$ cat config.mk
export PLATFORM = sky130hd
export DESIGN_NAME = usb_hid_config_descriptor_parser
export DESIGN_NICKNAME = d
export VERILOG_FILES = /design/src/rtl/uhcdp_pkg.sv /design/src/rtl/usb_hid_config_descriptor_parser.sv /design/src/rtl/uhcdp_parser.sv /design/src/rtl/uhcdp_res_fifo.sv
export SDC_FILE = /design/constraint.sdc
export NUM_CORES = 1
export LEC_CHECK = 0
export ABC_AREA = 1
export BUFFER_PORTS_ARGS = -buffer_cell sky130_fd_sc_hd__buf_2
export CORE_MARGIN = 2
export CORE_UTILIZATION = 35
export DETAILED_ROUTE_END_ITERATION = 8
export GPL_TIMING_DRIVEN = 0
export REMOVE_ABC_BUFFERS = 1
export SLEW_MARGIN = 10
export SYNTH_ARGS = -nofsm -noshare
export SYNTH_HDL_FRONTEND = slang
export SYNTH_SLANG_ARGS = --single-unit
$ cat constraint.sdc
create_clock -name clk -period 7.19 [get_ports clk]
set_input_delay 0 -clock clk [delete_from_list [all_inputs] [get_ports clk]]
set_output_delay 0 -clock clk [all_outputs]
set_load 0.05 [all_outputs]
$ cat src/rtl/uhcdp_pkg.sv
// ----------------------------------------------------------------------------
// uhcdp_pkg: shared types and constants for the HID configuration parser
// Descriptor codes, slot limit, result word layout and result queue sizing.
// ----------------------------------------------------------------------------
package uhcdp_pkg;

	// Number of interrupt IN endpoint slots (1 to 8)
	localparam int unsigned SLOTS = 8;
	localparam logic [3:0] SLOT_LIMIT = 4'(SLOTS);

	// Result queue
	localparam int unsigned RES_DEPTH = 4;
	localparam int unsigned RES_PTR_W = $clog2(RES_DEPTH);
	localparam int unsigned RES_CNT_W = RES_PTR_W + 1;

	// Descriptor type codes
	localparam logic [7:0] DT_INTERFACE = 8'h04;
	localparam logic [7:0] DT_ENDPOINT  = 8'h05;
	localparam logic [7:0] DT_HID       = 8'h21;
	localparam logic [7:0] DT_REPORT    = 8'h22;

	localparam logic [7:0] HID_CLASS     = 8'h03;
	localparam logic [7:0] SUBCLASS_BOOT = 8'h01;
	localparam logic [7:0] PROTO_KBD     = 8'h01;
	localparam logic [7:0] PROTO_MOUSE   = 8'h02;
	localparam logic [1:0] EP_XFER_INT   = 2'b11;

	// Minimum legal bLength
	localparam logic [7:0] MIN_LENGTH = 8'd2;

	// Result kind codes
	localparam logic RK_SLOT = 1'b0;
	localparam logic RK_END  = 1'b1;

	// End status codes
	localparam logic ES_OK  = 1'b0;
	localparam logic ES_BAD = 1'b1;

	typedef enum logic [1:0] {
		KIND_UNKNOWN  = 2'd0,
		KIND_KEYBOARD = 2'd1,
		KIND_MOUSE    = 2'd2
	} device_kind_t;

	typedef struct packed {
		device_kind_t kind;
		logic         boot;
		logic [7:0]   number;
	} iface_info_t;

	typedef struct packed {
		logic         result_kind;
		logic         end_status;
		logic [2:0]   slot_index;
		logic [7:0]   interface_number;
		logic         boot_capable;
		device_kind_t device_kind;
		logic [3:0]   endpoint_number;
		logic [7:0]   max_packet;
		logic [7:0]   poll_interval;
		logic [15:0]  report_length;
		logic         last_result;
	} result_t;

endpackage

$ cat src/rtl/usb_hid_config_descriptor_parser.sv
// ----------------------------------------------------------------------------
// usb_hid_config_descriptor_parser: HID slot extractor for configuration blobs
// Splits a configuration descriptor set into descriptors and reports HID
// interrupt IN endpoints and an end-of-blob status.
// ----------------------------------------------------------------------------
// Takes one descriptor byte per cycle while in_stall is low and parses it in
// the same cycle it is accepted. Each byte yields zero, one or two result
// words (a slot record when it completes a qualifying endpoint descriptor,
// an end status on the last byte of a blob). Words wait in a four-entry
// queue that hands out one word per cycle while out_stall is low; the input
// stalls while fewer than two entries are free, so a steady stream runs at
// one byte per cycle as long as the output keeps up.
module usb_hid_config_descriptor_parser (
	input  logic        clk,
	input  logic        arst_n,
	input  logic        in_valid,
	output logic        in_stall,
	input  logic [7:0]  desc_byte,
	input  logic        first_of_device,
	input  logic        first_of_blob,
	input  logic        last_of_blob,
	output logic        out_valid,
	input  logic        out_stall,
	output logic        result_kind,
	output logic        end_status,
	output logic [2:0]  slot_index,
	output logic [7:0]  interface_number,
	output logic        boot_capable,
	output logic [1:0]  device_kind,
	output logic [3:0]  endpoint_number,
	output logic [7:0]  max_packet,
	output logic [7:0]  poll_interval,
	output logic [15:0] report_length,
	output logic        last_result
);

	logic               take;
	logic               full;
	logic [1:0]         res_count;
	uhcdp_pkg::result_t res0, res1, head;

	assign in_stall = full;
	assign take     = in_valid && !full;

	uhcdp_parser u_parser (
		.clk             (clk),
		.arst_n          (arst_n),
		.take            (take),
		.desc_byte       (desc_byte),
		.first_of_device (first_of_device),
		.first_of_blob   (first_of_blob),
		.last_of_blob    (last_of_blob),
		.res0            (res0),
		.res1            (res1),
		.res_count       (res_count)
	);

	uhcdp_res_fifo u_res_fifo (
		.clk        (clk),
		.arst_n     (arst_n),
		.push_count (res_count),
		.wr0        (res0),
		.wr1        (res1),
		.out_stall  (out_stall),
		.out_valid  (out_valid),
		.head       (head),
		.full       (full)
	);

	assign result_kind      = head.result_kind;
	assign end_status       = head.end_status;
	assign slot_index       = head.slot_index;
	assign interface_number = head.interface_number;
	assign boot_capable     = head.boot_capable;
	assign device_kind      = head.device_kind;
	assign endpoint_number  = head.endpoint_number;
	assign max_packet       = head.max_packet;
	assign poll_interval    = head.poll_interval;
	assign report_length    = head.report_length;
	assign last_result      = head.last_result;

endmodule

$ cat src/rtl/uhcdp_parser.sv
// ----------------------------------------------------------------------------
// uhcdp_parser: byte-serial descriptor splitter and HID slot extractor
// Tracks the offset within the current descriptor, latches interface and
// HID fields, and forms up to two result words for each accepted byte.
// ----------------------------------------------------------------------------
module uhcdp_parser (
	input  logic                clk,
	input  logic                arst_n,
	input  logic                take,
	input  logic [7:0]          desc_byte,
	input  logic                first_of_device,
	input  logic                first_of_blob,
	input  logic                last_of_blob,
	output uhcdp_pkg::result_t  res0,
	output uhcdp_pkg::result_t  res1,
	output logic [1:0]          res_count
);

	logic [7:0]             byte_position_q, byte_position_d;
	logic [7:0]             current_length_q, current_length_d;
	logic [7:0]             current_type_q, current_type_d;
	logic [7:0]             field_q [6];
	logic [7:0]             field_d [6];
	logic                   good_interface_q, good_interface_d;
	uhcdp_pkg::iface_info_t iface_info_q, iface_info_d;
	logic [15:0]            report_len_q, report_len_d;
	logic [3:0]             slot_count_q, slot_count_d;
	logic                   error_seen_q, error_seen_d;

	logic [7:0]             pos;
	logic                   rec_hit;
	uhcdp_pkg::result_t     rec;
	uhcdp_pkg::result_t     end_res;

	always_comb begin
		slot_count_d     = first_of_device ? 4'd0 : slot_count_q;
		byte_position_d  = byte_position_q;
		current_length_d = current_length_q;
		current_type_d   = current_type_q;
		field_d          = field_q;
		good_interface_d = good_interface_q;
		iface_info_d     = iface_info_q;
		report_len_d     = report_len_q;
		error_seen_d     = error_seen_q;
		rec_hit          = 1'b0;
		rec              = '0;
		end_res          = '0;

		if (first_of_blob) begin
			byte_position_d  = '0;
			current_length_d = '0;
			current_type_d   = '0;
			field_d          = '{default: '0};
			good_interface_d = 1'b0;
			iface_info_d     = '0;
			report_len_d     = '0;
			error_seen_d     = 1'b0;
		end
		pos = byte_position_d;

		if (!error_seen_d) begin
			if (pos == 8'd0) begin
				field_d          = '{default: '0};
				current_length_d = desc_byte;
				current_type_d   = '0;
				if (desc_byte < uhcdp_pkg::MIN_LENGTH) begin
					error_seen_d = 1'b1;
				end
			end else if (pos == 8'd1) begin
				current_type_d = desc_byte;
			end else if (pos <= 8'd7) begin
				field_d[pos[2:0] - 3'd2] = desc_byte;
			end

			if (!error_seen_d) begin
				if (pos == 8'd8 && current_type_d == uhcdp_pkg::DT_HID && good_interface_d &&
						field_d[4] == uhcdp_pkg::DT_REPORT) begin
					report_len_d = {desc_byte, field_d[5]};
				end
				if ({1'b0, pos} + 9'd1 >= {1'b0, current_length_d}) begin
					byte_position_d = '0;
					if (current_type_d == uhcdp_pkg::DT_INTERFACE) begin
						good_interface_d = 1'b0;
						if (field_d[3] == uhcdp_pkg::HID_CLASS &&
								slot_count_d < uhcdp_pkg::SLOT_LIMIT) begin
							good_interface_d    = 1'b1;
							iface_info_d.number = field_d[0];
							iface_info_d.boot   = (field_d[4] == uhcdp_pkg::SUBCLASS_BOOT);
							if (field_d[5] == uhcdp_pkg::PROTO_KBD) begin
								iface_info_d.kind = uhcdp_pkg::KIND_KEYBOARD;
							end else if (field_d[5] == uhcdp_pkg::PROTO_MOUSE) begin
								iface_info_d.kind = uhcdp_pkg::KIND_MOUSE;
							end else begin
								iface_info_d.kind = uhcdp_pkg::KIND_UNKNOWN;
							end
							report_len_d = '0;
						end
					end else if (current_type_d == uhcdp_pkg::DT_ENDPOINT) begin
						// interrupt IN endpoint under an accepted interface takes a slot
						if (good_interface_d && field_d[1][1:0] == uhcdp_pkg::EP_XFER_INT &&
								field_d[0][7] && slot_count_d < uhcdp_pkg::SLOT_LIMIT) begin
							rec_hit              = 1'b1;
							rec.result_kind      = uhcdp_pkg::RK_SLOT;
							rec.end_status       = uhcdp_pkg::ES_OK;
							rec.slot_index       = slot_count_d[2:0];
							rec.interface_number = iface_info_d.number;
							rec.boot_capable     = iface_info_d.boot;
							rec.device_kind      = iface_info_d.kind;
							rec.endpoint_number  = field_d[0][3:0];
							rec.max_packet       = field_d[2];
							rec.poll_interval    = field_d[4];
							rec.report_length    = report_len_d;
							rec.last_result      = 1'b1;
							slot_count_d         = slot_count_d + 4'd1;
						end
					end
				end else begin
					byte_position_d = pos + 8'd1;
				end
			end
		end

		if (last_of_blob) begin
			// the end status word becomes the final word of this byte
			rec.last_result    = 1'b0;
			end_res.result_kind = uhcdp_pkg::RK_END;
			end_res.end_status  = (error_seen_d || byte_position_d != 8'd0) ?
					uhcdp_pkg::ES_BAD : uhcdp_pkg::ES_OK;
			end_res.last_result = 1'b1;
			byte_position_d  = '0;
			current_length_d = '0;
			current_type_d   = '0;
			field_d          = '{default: '0};
			good_interface_d = 1'b0;
			iface_info_d     = '0;
			report_len_d     = '0;
			error_seen_d     = 1'b0;
		end

		res0      = rec_hit ? rec : end_res;
		res1      = end_res;
		res_count = take ? ({1'b0, rec_hit} + {1'b0, last_of_blob}) : 2'd0;
	end

	always_ff @(posedge clk or negedge arst_n) begin
		if (!arst_n) begin
			byte_position_q  <= '0;
			current_length_q <= '0;
			current_type_q   <= '0;
			field_q          <= '{default: '0};
			good_interface_q <= 1'b0;
			iface_info_q     <= '0;
			report_len_q     <= '0;
			slot_count_q     <= '0;
			error_seen_q     <= 1'b0;
		end else if (take) begin
			byte_position_q  <= byte_position_d;
			current_length_q <= current_length_d;
			current_type_q   <= current_type_d;
			field_q          <= field_d;
			good_interface_q <= good_interface_d;
			iface_info_q     <= iface_info_d;
			report_len_q     <= report_len_d;
			slot_count_q     <= slot_count_d;
			error_seen_q     <= error_seen_d;
		end
	end

	a_slot_bound: assert property (@(posedge clk) disable iff (!arst_n)
		slot_count_q <= uhcdp_pkg::SLOT_LIMIT)
		else $error("slot count beyond slot limit");

	a_error_parks: assert property (@(posedge clk) disable iff (!arst_n)
		error_seen_q |-> byte_position_q == 8'd0)
		else $error("parser advanced after a malformed length");

	a_blob_end_clears: assert property (@(posedge clk) disable iff (!arst_n)
		take && last_of_blob |=> !error_seen_q && byte_position_q == 8'd0 && !good_interface_q)
		else $error("parser not restarted after the last byte");

endmodule

$ cat src/rtl/uhcdp_res_fifo.sv
// ----------------------------------------------------------------------------
// uhcdp_res_fifo: small result word queue
// Takes up to two words a cycle, hands out one word a cycle while out_stall
// is low, and flags full while fewer than two places are free.
// ----------------------------------------------------------------------------
module uhcdp_res_fifo (
	input  logic                clk,
	input  logic                arst_n,
	input  logic [1:0]          push_count,
	input  uhcdp_pkg::result_t  wr0,
	input  uhcdp_pkg::result_t  wr1,
	input  logic                out_stall,
	output logic                out_valid,
	output uhcdp_pkg::result_t  head,
	output logic                full
);

	uhcdp_pkg::result_t                    entry_q [uhcdp_pkg::RES_DEPTH];
	logic [uhcdp_pkg::RES_PTR_W-1:0]       wr_ptr_q, rd_ptr_q;
	logic [uhcdp_pkg::RES_PTR_W-1:0]       wr_ptr_next;
	logic [uhcdp_pkg::RES_CNT_W-1:0]       count_q;
	logic                                  pop;

	assign out_valid   = (count_q != '0);
	assign head        = entry_q[rd_ptr_q];
	assign pop         = out_valid && !out_stall;
	assign full        = (count_q > uhcdp_pkg::RES_CNT_W'(uhcdp_pkg::RES_DEPTH - 2));
	assign wr_ptr_next = wr_ptr_q + uhcdp_pkg::RES_PTR_W'(1);

	always_ff @(posedge clk) begin
		if (push_count != 2'd0) begin
			entry_q[wr_ptr_q] <= wr0;
		end
		if (push_count == 2'd2) begin
			entry_q[wr_ptr_next] <= wr1;
		end
	end

	always_ff @(posedge clk or negedge arst_n) begin
		if (!arst_n) begin
			wr_ptr_q <= '0;
			rd_ptr_q <= '0;
			count_q  <= '0;
		end else begin
			wr_ptr_q <= wr_ptr_q + uhcdp_pkg::RES_PTR_W'(push_count);
			if (pop) begin
				rd_ptr_q <= rd_ptr_q + uhcdp_pkg::RES_PTR_W'(1);
			end
			count_q <= count_q + uhcdp_pkg::RES_CNT_W'(push_count)
					- uhcdp_pkg::RES_CNT_W'(pop);
		end
	end

	a_count_bound: assert property (@(posedge clk) disable iff (!arst_n)
		count_q <= uhcdp_pkg::RES_CNT_W'(uhcdp_pkg::RES_DEPTH))
		else $error("result queue overfilled");

	a_no_push_full: assert property (@(posedge clk) disable iff (!arst_n)
		push_count != 2'd0 |-> !full)
		else $error("word pushed while queue full");

endmodule
==> results of run 1 <==
cell families after synthesis:
family | count (synthesis) | share of synthesized area (%)
fa+ha+maj | 19 | 1.60
flops | 318 | 45.8
compound gates | 541 | 18.9
buf+inv | 261 | 6.75
xor+xnor | 13 | 0.743
simple gates | 978 | 26.2
worst max-delay path: stages (launching register included):
cell	delay, ns
dfrtp_1	0.54
nand2_1	0.33
nand2_1	0.13
nor2_1	0.21
nand2_4	0.38
o21ai_0	0.19
o21ai_0	0.15
ha_1	0.35
nand2_1	0.09
o21ai_0	0.19
nand3_1	0.09
nand3_1	0.08
nand2_1	0.07
nand2_1	0.27
nand2_1	0.24
nor2_4	0.20
nand2_2	0.29
ha_1	0.48
nor2_1	0.15
nor2_1	0.26
inv_1	0.13
nand2_2	0.19
clkinvlp_4	0.44
nor2_4	0.50
buf_16	0.24
buf_16	0.19
nand2_1	0.06
o21ai_1	0.07
power groups by stage:
stage	sequential [mW]	clock (mW)	combinational [mW]
after floorplan	1.99	0	1.77
after global placement	2.08	0	2.46
after detailed placement	1.99	0	2.61
after CTS	1.95	1.83	2.63
after global routing	1.97	1.90	2.85
final	1.96	1.80	2.64
per-stage QoR:
| stage | hold WS [ns] | cells | TNS (ns) | setup slack (ns) | area [sq um] |
|---|---|---|---|---|---|
| 6_report | 0.0213 | 2754 | 0 | 0.511 | 17700 |
| 5_1_grt | 0.0380 | 2754 | 0 | 0.00348 | 17700 |
| 4_1_cts | 0.0151 | 2747 | 0 | 0.120 | 17700 |
| 3_5_place_dp | -0.109 | 2673 | -205.90 | -1.26 | 16400 |
| 3_3_place_gp | 0.314 | 2653 | -1026.50 | -5.95 | 15900 |
| 2_1_floorplan | -0.296 | 1999 | 0 | 0.134 | 14800 |
final timing paths:
path / start / to / slack, ns
min in group asynchronous: arst_n / u_res_fifo.count_q[2] / 0.52
worst max register to register: u_parser.byte_position_q[0] / u_res_fifo.entry_q[0][28] / 0.51
worst min register to register: u_res_fifo.entry_q[2][15] / u_res_fifo.entry_q[2][15] / 0.45
worst min-delay path: desc_byte[6] / u_parser.field_q[30] / 0.02
max in group asynchronous: arst_n / u_parser.current_type_q[0] / 6.21
worst max-delay path: u_parser.byte_position_q[0] / u_res_fifo.entry_q[0][28] / 0.51
synthesized netlist by cell type (2+ instances only):
cell,number,area share [%]
a211oi_1,2,0.098
a21oi_1,32,1.0
and2_1,2,0.082
buf_1,3,0.073
buf_2,14,0.46
buf_4,6,0.29
buf_6,2,0.15
clkbuf_1,106,2.6
clkinv_1,4,0.098
dfrtp_1,106,17
dfxtp_1,200,26
edfxtp_1,12,2.4
ha_1,18,1.5
inv_1,118,2.9
inv_2,8,0.20
nand2_1,579,14
nand2_2,11,0.45
nand3_1,151,4.9
nand3_2,2,0.13
nand4_1,11,0.45
nor2_1,197,4.8
nor2_2,6,0.24
nor2_4,2,0.15
nor3_1,6,0.20
o211ai_1,4,0.20
o21a_1,2,0.098
o21ai_0,311,10
o21ai_1,87,2.8
o21ai_2,14,0.80
o22ai_1,83,3.4
o31ai_1,3,0.15
or2_1,5,0.20
or2_2,4,0.16
xor2_1,12,0.69
cell type report:
| class | instances | share of cell area, % |
|---|---|---|
| clock inverter | 12 | 0.522 |
| tap | 585 | 4.13 |
| clock buffer | 50 | 5.95 |
| timing repair buffer | 106 | 5.41 |
| inverter | 130 | 2.82 |
| multi-input combinational | 1553 | 41.6 |
| sequential | 318 | 39.6 |
sequential cells by signal, summed over array words and instances, names as in the netlist:
register and count:
u_parser.byte_position_q 8, u_parser.report_len_q 16, u_res_fifo.count_q 3, u_res_fifo.rd_ptr_q 2, u_parser.current_length_q 8, u_parser.good_interface_q 1, u_parser.error_seen_q 1, u_res_fifo.wr_ptr_q 2
u_parser.slot_count_q 4, u_res_fifo.entry_q 212, u_parser.current_type_q 8, u_parser.field_q 42, u_parser.iface_info_q 11
what timing repair did:
action                                 4_1_cts  5_1_grt
buffers inserted                             0        7
hold buffers                                10        0
setup endpoints to repair                  197      180
gates cloned                                 2        0
pin swaps                                    2        2
endpoints found under the hold margin      127        0
gates resized for setup                      3        5
metal layers:
layer | global-route usage [%] | up-vias | share of wire [%]
met1 | 28.2 | 7047 | 44
li1 | - | 7102 | -
met3 | 2.88 | 85 | 6.3
met2 | 34.8 | 491 | 47
met5 | 0 | - | 0
met4 | 7.26 | 0 | 2.9
==> flow_summary.yaml, run 1 <==
worst_setup_path:
  crit_path_max_fanout: 54
  critPathLaunchType: "flip-flop"
  r2r_cells: 27
  cp-end-kind: "flip-flop"
  critPathRequiredTime_ns: 7.63
  crit_arrival_ns: 7.12
  worstSetupPathType: "reg2reg"
floorplan:
  die_area_sq_um: 45500
  core_sq_um: 43200
  num_rows: 76
  start_util_pct: 35.5
  fp.dieW_microns: 213
  io_pins: 70
  die_y_microns: 213
cells_and_area:
  seqCellArea_sq_um: 7020
  antennaDiodeCount: 0
  utilization_pct: 41.1
  layout_commonest_cell: "nand2_1"
  layout-drive-gt1-share_pct: 10.4
  fillers: 4412
  mostFrequentLayoutCells: "nand2_1, o21ai_0, dfxtp_1"
  multi_input_area_sq_um: 7370
  syn_to_final_growth_pct: 15.7
  nNetsFinal: 2178
timing:
  clock_skew_ns: 0.0149
  tightestPinTransition_ns: 1.15
  fin_crit_sh_pct: 92.9
  setup_viol: 0
  slew-limit-headroom_pct: 22.9
  fmax_mhz: 150
  min_period_ns: 6.68
  hold_violations: 0
  grt_setup_unrepaired: "false"
  slew_violations: 0
pwr:
  p_sw_share_pct: 44.7
  p_comb_share_pct: 41.2
  powerDensity_nw_per_um2: 361
  pwr-share-seq_pct: 30.6
  p_switching_mw: 2.86
  total_power_mw: 6.39
  leakage_nw: 7.68
  intPower_mw: 3.54
  p_clk_share_pct: 28.2
  max-vdd-ir-drop_v: 0.000181
drt:
  avgRoutedWirePerCell_microns: 17.4
  firstDrtPassIters: 5
  vias: 14700
  vias_per_cell: 5.35
  drt_wl_total_mm: 47.8
  drc: 0
  ant_nets: 0
  drt_iter0_markers: 1383
synth:
  synth_seq_area_share_pct: 45.8
  synthArstFlopShare_pct: 33.3
  ys.flop_type: "dfxtp_1"
  synth-seq-cells: 318
  netlist_area_sq_um: 15300
  yosys.cell_types.count: 41
  avgSynthCellArea_sq_um: 7.20
  yosys_warnings: 0
  synth_edf_count: 12
  synthesis.instances: 2130
grt:
  grt_pass1_wl_mm: 76.0
  grt_max_degree: 82
  grt_antenna_before_repair: 0
  grt_pass1_vias: 13900
  gr-total-overflow: 0
  track_usage_pct: 21.0
worst_hold_path:
  worstHoldPathCells: 3
  min_path_type: "in2reg"
clock_network:
  cts_tree: "done"
  cts_buffer_depth: 3
  cts-root-buf: "clkbuf_16"
  numCtsBuffers: 35
  clock-sinks: 318
  clk_latency_ns: 0.53
  cts.htree.levels: 2
  clkTransAtPathRegs_ns: 0.07
status:
  outcome: "complete, no violations"
place:
  dp_hpwl_mm: 30.4
  io_buffers: 69
  place.gp.congestion: 0.889
flow_run:
  cap_violations: 0
No activity file was read; power rests on OpenSTA's default activity.
==> run 2, diff against run 1 <==
--- a/config.mk
+++ b/config.mk
@@ -7,7 +7,7 @@
 export LEC_CHECK = 0
 export ABC_AREA = 1
 export BUFFER_PORTS_ARGS = -buffer_cell sky130_fd_sc_hd__buf_2
-export CORE_MARGIN = 2
+export CORE_MARGIN = 3
 export CORE_UTILIZATION = 35
 export DETAILED_ROUTE_END_ITERATION = 8
 export GPL_TIMING_DRIVEN = 0
==> run 2 against run 1 <==
  * Via count decreased by 0.24%
  * Critical path depth grew 1
  * Core utilization rose by 0.50 points
  * Clock skew decreased by 0.0044 ns
  * Clock power rose by 12%
  * First-iteration DRC count up 18%
  * Fmax up 1.2%
  * Total power up 3.4%
  * Non-clock buffer count grew 2
  * Sequential power is essentially flat
  * Sequential share of layout area decreased by 0.48 points
  * Sequential cell count unchanged
==> flow_summary.yaml, run 2 (synthesized netlist as in run 1, its figures left out) <==
cells_and_area:
  regMostFlops: "u_res_fifo.entry_q"
  mostFrequentLayoutCells: "nand2_1, o21ai_0, dfxtp_1"
  antennaDiodeCount: 0
  nNetsFinal: 2181
  postLayoutCellArea_sq_um: 17900
  utilization_pct: 41.6
  layout_commonest_cell: "nand2_1"
  layoutNonFillerInstCount: 2758
  reg.largest.list: "u_res_fifo.entry_q x212, u_parser.field_q x42, u_parser.report_len_q x16"
  largest_register_ffs: 212
  layout-drive-gt1-share_pct: 10.5
  syn_to_final_growth_pct: 17.1
worst_setup_path:
  crit_path_max_fanout: 54
  critical_path_depth: 28
  endpoint: "u_res_fifo.entry_q[2][48]"
  cpPeakStageDelay_ns: 0.63
  cp_top_family: "simple AND/OR/NAND/NOR gates"
  r2r-start: "u_parser.byte_position_q[0]"
  cp_num_buf_inv: 6
  slowest_stage: "clkinv_1"
  critPathLaunchType: "flip-flop"
  critPathRequiredTime_ns: 7.63
  critPathLaunch: "u_parser.byte_position_q[0]"
  r2r_end: "u_res_fifo.entry_q[2][48]"
  cp-end-kind: "flip-flop"
  worstSetupPathType: "reg2reg"
  r2r_cells: 28
  worst_path_most_repeated_cell: "nand2_1"
  r2r_slack_ns: 0.59
  crit_arrival_ns: 7.04
clock_network:
  cts-root-buf: "clkbuf_16"
  clkTransAtPathRegs_ns: 0.06
  cts_buffer_depth: 3
  numCtsBuffers: 36
  clock-sinks: 318
  cts.htree.levels: 2
  clk_latency_ns: 0.52
  cts_tree: "done"
drt:
  vias_per_cell: 5.33
  drt_wl_total_mm: 48.9
  drc: 0
  firstDrtPassIters: 6
  vias: 14700
  drt_iter0_markers: 1631
  ant_nets: 0
  avgRoutedWirePerCell_microns: 17.7
timing:
  slew_violations: 0
  slew-limit-headroom_pct: 23.5
  clock_skew_ns: 0.0105
  min_period_ns: 6.60
  hold_violations: 0
  grt_setup_unrepaired: "false"
  fin_ws_ns: 0.588
  setup_viol: 0
  fin_crit_sh_pct: 91.8
  fmax_mhz: 151
  tightestPinTransition_ns: 1.15
place:
  dp_cells: 2673
  dp_slack_ns: -1.45
  place.gp.congestion: 0.896
  io_buffers: 69
  dp_hpwl_mm: 31.0
  postPlaceCellArea_sq_um: 16400
pwr:
  p_sw_share_pct: 43.3
  p_switching_mw: 2.87
  p_clk_share_pct: 30.3
  p_comb_share_pct: 40.0
  intPower_mw: 3.75
  powerDensity_nw_per_um2: 368
  leakage_nw: 7.78
  pwr-share-seq_pct: 29.6
  max-vdd-ir-drop_v: 0.000173
floorplan:
  io_pins: 70
  num_rows: 76
  die_y_microns: 215
  start_util_pct: 35.5
  die_area_sq_um: 46300
  fp.dieW_microns: 215
  core_sq_um: 43200
worst_hold_path:
  worstHoldPathCells: 3
  min_path_type: "in2reg"
  min_from: "desc_byte[6]"
grt:
  track_usage_pct: 20.8
  gr-total-overflow: 0
  grt_max_degree: 76
  grt_antenna_before_repair: 1
  grt_pass1_vias: 14000
  grt_pass1_wl_mm: 78.5
status:
  outcome: "complete, no violations"
flow_run:
  cap_violations: 0
==> run 2: cell types whose count changed in the layout (fill, tap and decap cells not counted), sizes merged <==
cell / previous run / this run
bufinv: 1 / 3
clkbuf: 50 / 58
clkinv: 13 / 8
clkinvlp: 1 / 0
dlygate4sd3: 9 / 10
inv: 127 / 126
==> run 2: per-stage QoR <==
step,setup TNS (ns),hold slack [ns],power (mW)
global route,0,0.0627,6.94
detailed placement,-230.52,-0.0343,4.62
CTS,0,0.0146,6.64
floorplan,0,-0.296,3.76
finish,0,0.0219,6.61
global placement,-1054.72,0.306,4.55
==> run 2: tightest hold or removal path, stage by stage <==
cell and delay, ns:
buf_2 0.18, o21ai_0 0.23, o21ai_0 0.08
==> run 2: worst min path at each step <==
stage          slack, ns                          end
3_3_place_gp        0.31       u_res_fifo.rd_ptr_q[0]
5_1_grt             0.06         u_parser.field_q[46]
3_5_place_dp       -0.03       u_res_fifo.rd_ptr_q[0]
6_report            0.02         u_parser.field_q[30]
2_1_floorplan      -0.30  u_parser.byte_position_q[0]
4_1_cts             0.01         u_parser.field_q[30]
==> run 2: layout make-up <==
class | instances | area [sq um]
timing repair buffer | 108 | 1010
clock inverter | 7 | 110
clock buffer | 57 | 1210
sequential | 318 | 7020
fill | 4412 | 25200
inverter | 130 | 497
tap | 585 | 732
multi-input combinational | 1553 | 7370
==> run 2: routing by layer <==
metal	GRT usage [%]	wire length (microns)
met2	35.1	23100
met1	27.6	21300
met5	0	7
met3	3.35	3360
met4	6.01	1120
==> run 2: power by group through the flow <==
stage                     Clock, mW  Sequential, mW  Combinational [mW]
final                          2.01            1.96                2.65
after global routing           2.11            1.96                2.87
after CTS                      2.04            1.95                2.65
after detailed placement          0            1.99                2.63
after global placement            0            2.08                2.47
after floorplan                   0            1.99                1.77
==> run 2: what timing repair did <==
item                                    CTS  global route
gates cloned                              2             0
pin swaps                                 3             2
hold buffers                             11             0
buffers inserted                          2             6
endpoints found under the setup margin  217           219
hold endpoints to repair                123             0
resized for setup                         3             5
==> run 3, diff against run 2 <==
==> constraint.sdc (replaced) <==
create_clock -name clk -period 7.9 [get_ports clk]
set_input_delay 0 -clock clk [delete_from_list [all_inputs] [get_ports clk]]
set_output_delay 0 -clock clk [all_outputs]
set_load 0.05 [all_outputs]
==> run 3 against run 2 <==
  * First-iteration DRC count is 9.1% lower
  * Non-clock buffer count is 8 lower
  * Worst hold slack worse by 0.0018 ns
  * Cell count is 0.29% lower
  * Core utilization is 0.19 points lower
  * Critical endpoint is now u_res_fifo.entry_q[0][21]
  * Largest power group unchanged
  * Highest routed layer unchanged
==> flow_summary.yaml, run 3 (synthesized netlist as in run 1, its figures left out) <==
place:
  io_buffers: 69
  dp_hpwl_mm: 31.0
  place.gp.congestion: 0.896
  dp_cells: 2673
clock_network:
  clkTransAtPathRegs_ns: 0.06
  cts_buffer_depth: 3
  numCtsBuffers: 36
  post_cts_buffers: 0
  clock-sinks: 318
  cts.htree.levels: 2
  cts_tree: "done"
  clk_latency_ns: 0.53
  cts-root-buf: "clkbuf_16"
worst_setup_path:
  critPathRequiredTime_ns: 8.35
  cp_num_buf_inv: 6
  crit_arrival_ns: 7.58
  cpPeakStageDelay_ns: 0.62
  crit_path_max_fanout: 54
  slowest_stage: "nor2_4"
  worst_path_most_repeated_cell: "nand2_1"
  cp_top_family: "simple AND/OR/NAND/NOR gates"
  cp-end-kind: "flip-flop"
  worstSetupPathType: "reg2reg"
  critPathLaunchType: "flip-flop"
timing:
  fin_crit_sh_pct: 90.2
  slew-limit-headroom_pct: 22.5
  slew_violations: 0
  hold_violations: 0
  whs_ns: 0.0201
  setup_viol: 0
  grt_setup_unrepaired: "false"
  tightestPinTransition_ns: 1.16
  min_period_ns: 7.13
  clock_skew_ns: 0.0147
  fmax_mhz: 140
floorplan:
  io_pins: 70
  core_sq_um: 43200
  die_y_microns: 215
  start_util_pct: 35.5
  num_rows: 76
  die_area_sq_um: 46300
  fp.dieW_microns: 215
cells_and_area:
  regMostFlops: "u_res_fifo.entry_q"
  layoutNonFillerInstCount: 2750
  mostFrequentLayoutCells: "nand2_1, o21ai_0, dfxtp_1"
  nNetsFinal: 2173
  syn_to_final_growth_pct: 16.6
  antennaDiodeCount: 0
  reg.largest.list: "u_res_fifo.entry_q x212, u_parser.field_q x42, u_parser.report_len_q x16"
  layout_commonest_cell: "nand2_1"
  fillers: 4416
  largest_register_ffs: 212
  layout-drive-gt1-share_pct: 10.2
pwr:
  leakage_nw: 7.73
  total_power_mw: 6.01
  max-vdd-ir-drop_v: 0.000155
  powerDensity_nw_per_um2: 336
drt:
  vias_per_cell: 5.32
  drc: 0
  drt_iter0_markers: 1483
  avgRoutedWirePerCell_microns: 17.7
  drt_wl_total_mm: 48.6
  vias: 14600
  firstDrtPassIters: 5
  ant_nets: 0
grt:
  grt_max_degree: 76
  grt_use_met3_pct: 3.20
  use_met2_pct: 34.9
  track_usage_pct: 20.6
  grt_antenna_before_repair: 1
  gr-total-overflow: 0
  met1_usage_pct: 27.2
  top_usage_layer: "met2"
  grt_pass1_vias: 14000
  grt_pass1_wl_mm: 77.8
worst_hold_path:
  min_path_type: "in2reg"
flow_run:
  cap_violations: 0
status:
  outcome: "complete, no violations"
-- run 3: worst register-to-register path, delay by kind of cell (launching register included) --
| kind | cells | cell delay, ns |
|---|---|---|
| compound gates | 3 | 0.67 |
| fa+ha+maj | 2 | 0.68 |
| simple gates | 16 | 3.62 |
| flops | 1 | 0.54 |
| buf+inv | 6 | 1.56 |
-- run 3: final cells by class --
cell class	count	area (sq um)	share of cell area (%)
multi-input combinational	1553	7360	41.2
timing repair buffer	100	936	5.24
clock inverter	7	110	0.616
inverter	130	497	2.78
clock buffer	57	1210	6.77
tap	585	732	4.10
sequential	318	7020	39.3
-- run 3: power by group --
part           internal (mW)  switching (mW)
registers               1.69          0.0922
logic                  0.565            1.83
clock network           1.15           0.677
total                   3.40            2.60
-- run 3: metrics by stage --
stage                     setup WS (ns)  util, %  instance area [sq um]  TNS, ns
final                             0.770     41.4                  17900        0
after global routing              0.131     41.4                  17900        0
after CTS                        0.0454     41.3                  17800        0
after detailed placement         -0.743     38.0                  16400   -80.63
after global placement            -5.34     36.7                  15900  -877.94
after floorplan                   0.844        -                  14800        0
-- run 3: final timing paths --
kind                            cells after the start  slack (ns)                         from                         to
max in group asynchronous                           4        6.83                       arst_n       u_parser.field_q[14]
min in group asynchronous                           3        0.46                       arst_n        u_parser.field_q[0]
worst max register to register                     27        0.77  u_parser.byte_position_q[0]  u_res_fifo.entry_q[0][21]
worst min-delay path                                3        0.02                 desc_byte[6]       u_parser.field_q[30]
worst max-delay path                               27        0.77  u_parser.byte_position_q[0]  u_res_fifo.entry_q[0][21]
worst min register to register                      2        0.45     u_res_fifo.entry_q[1][8]   u_res_fifo.entry_q[1][8]
-- run 3: routing by layer --
layer / part of all wire [%] / vias to the layer above
met2: 47 / 513
met3: 6.8 / 80
met5: 0.014 / -
met1: 44 / 6957
met4: 2.5 / 2
li1: - / 7070
-- run 3: timing repair --
item                       CTS  global route
pin swaps                    0             2
setup endpoints to repair   91           160
resized for setup            1             3
gates cloned                 0             2
hold buffers                11             0
hold endpoints to repair   123             0
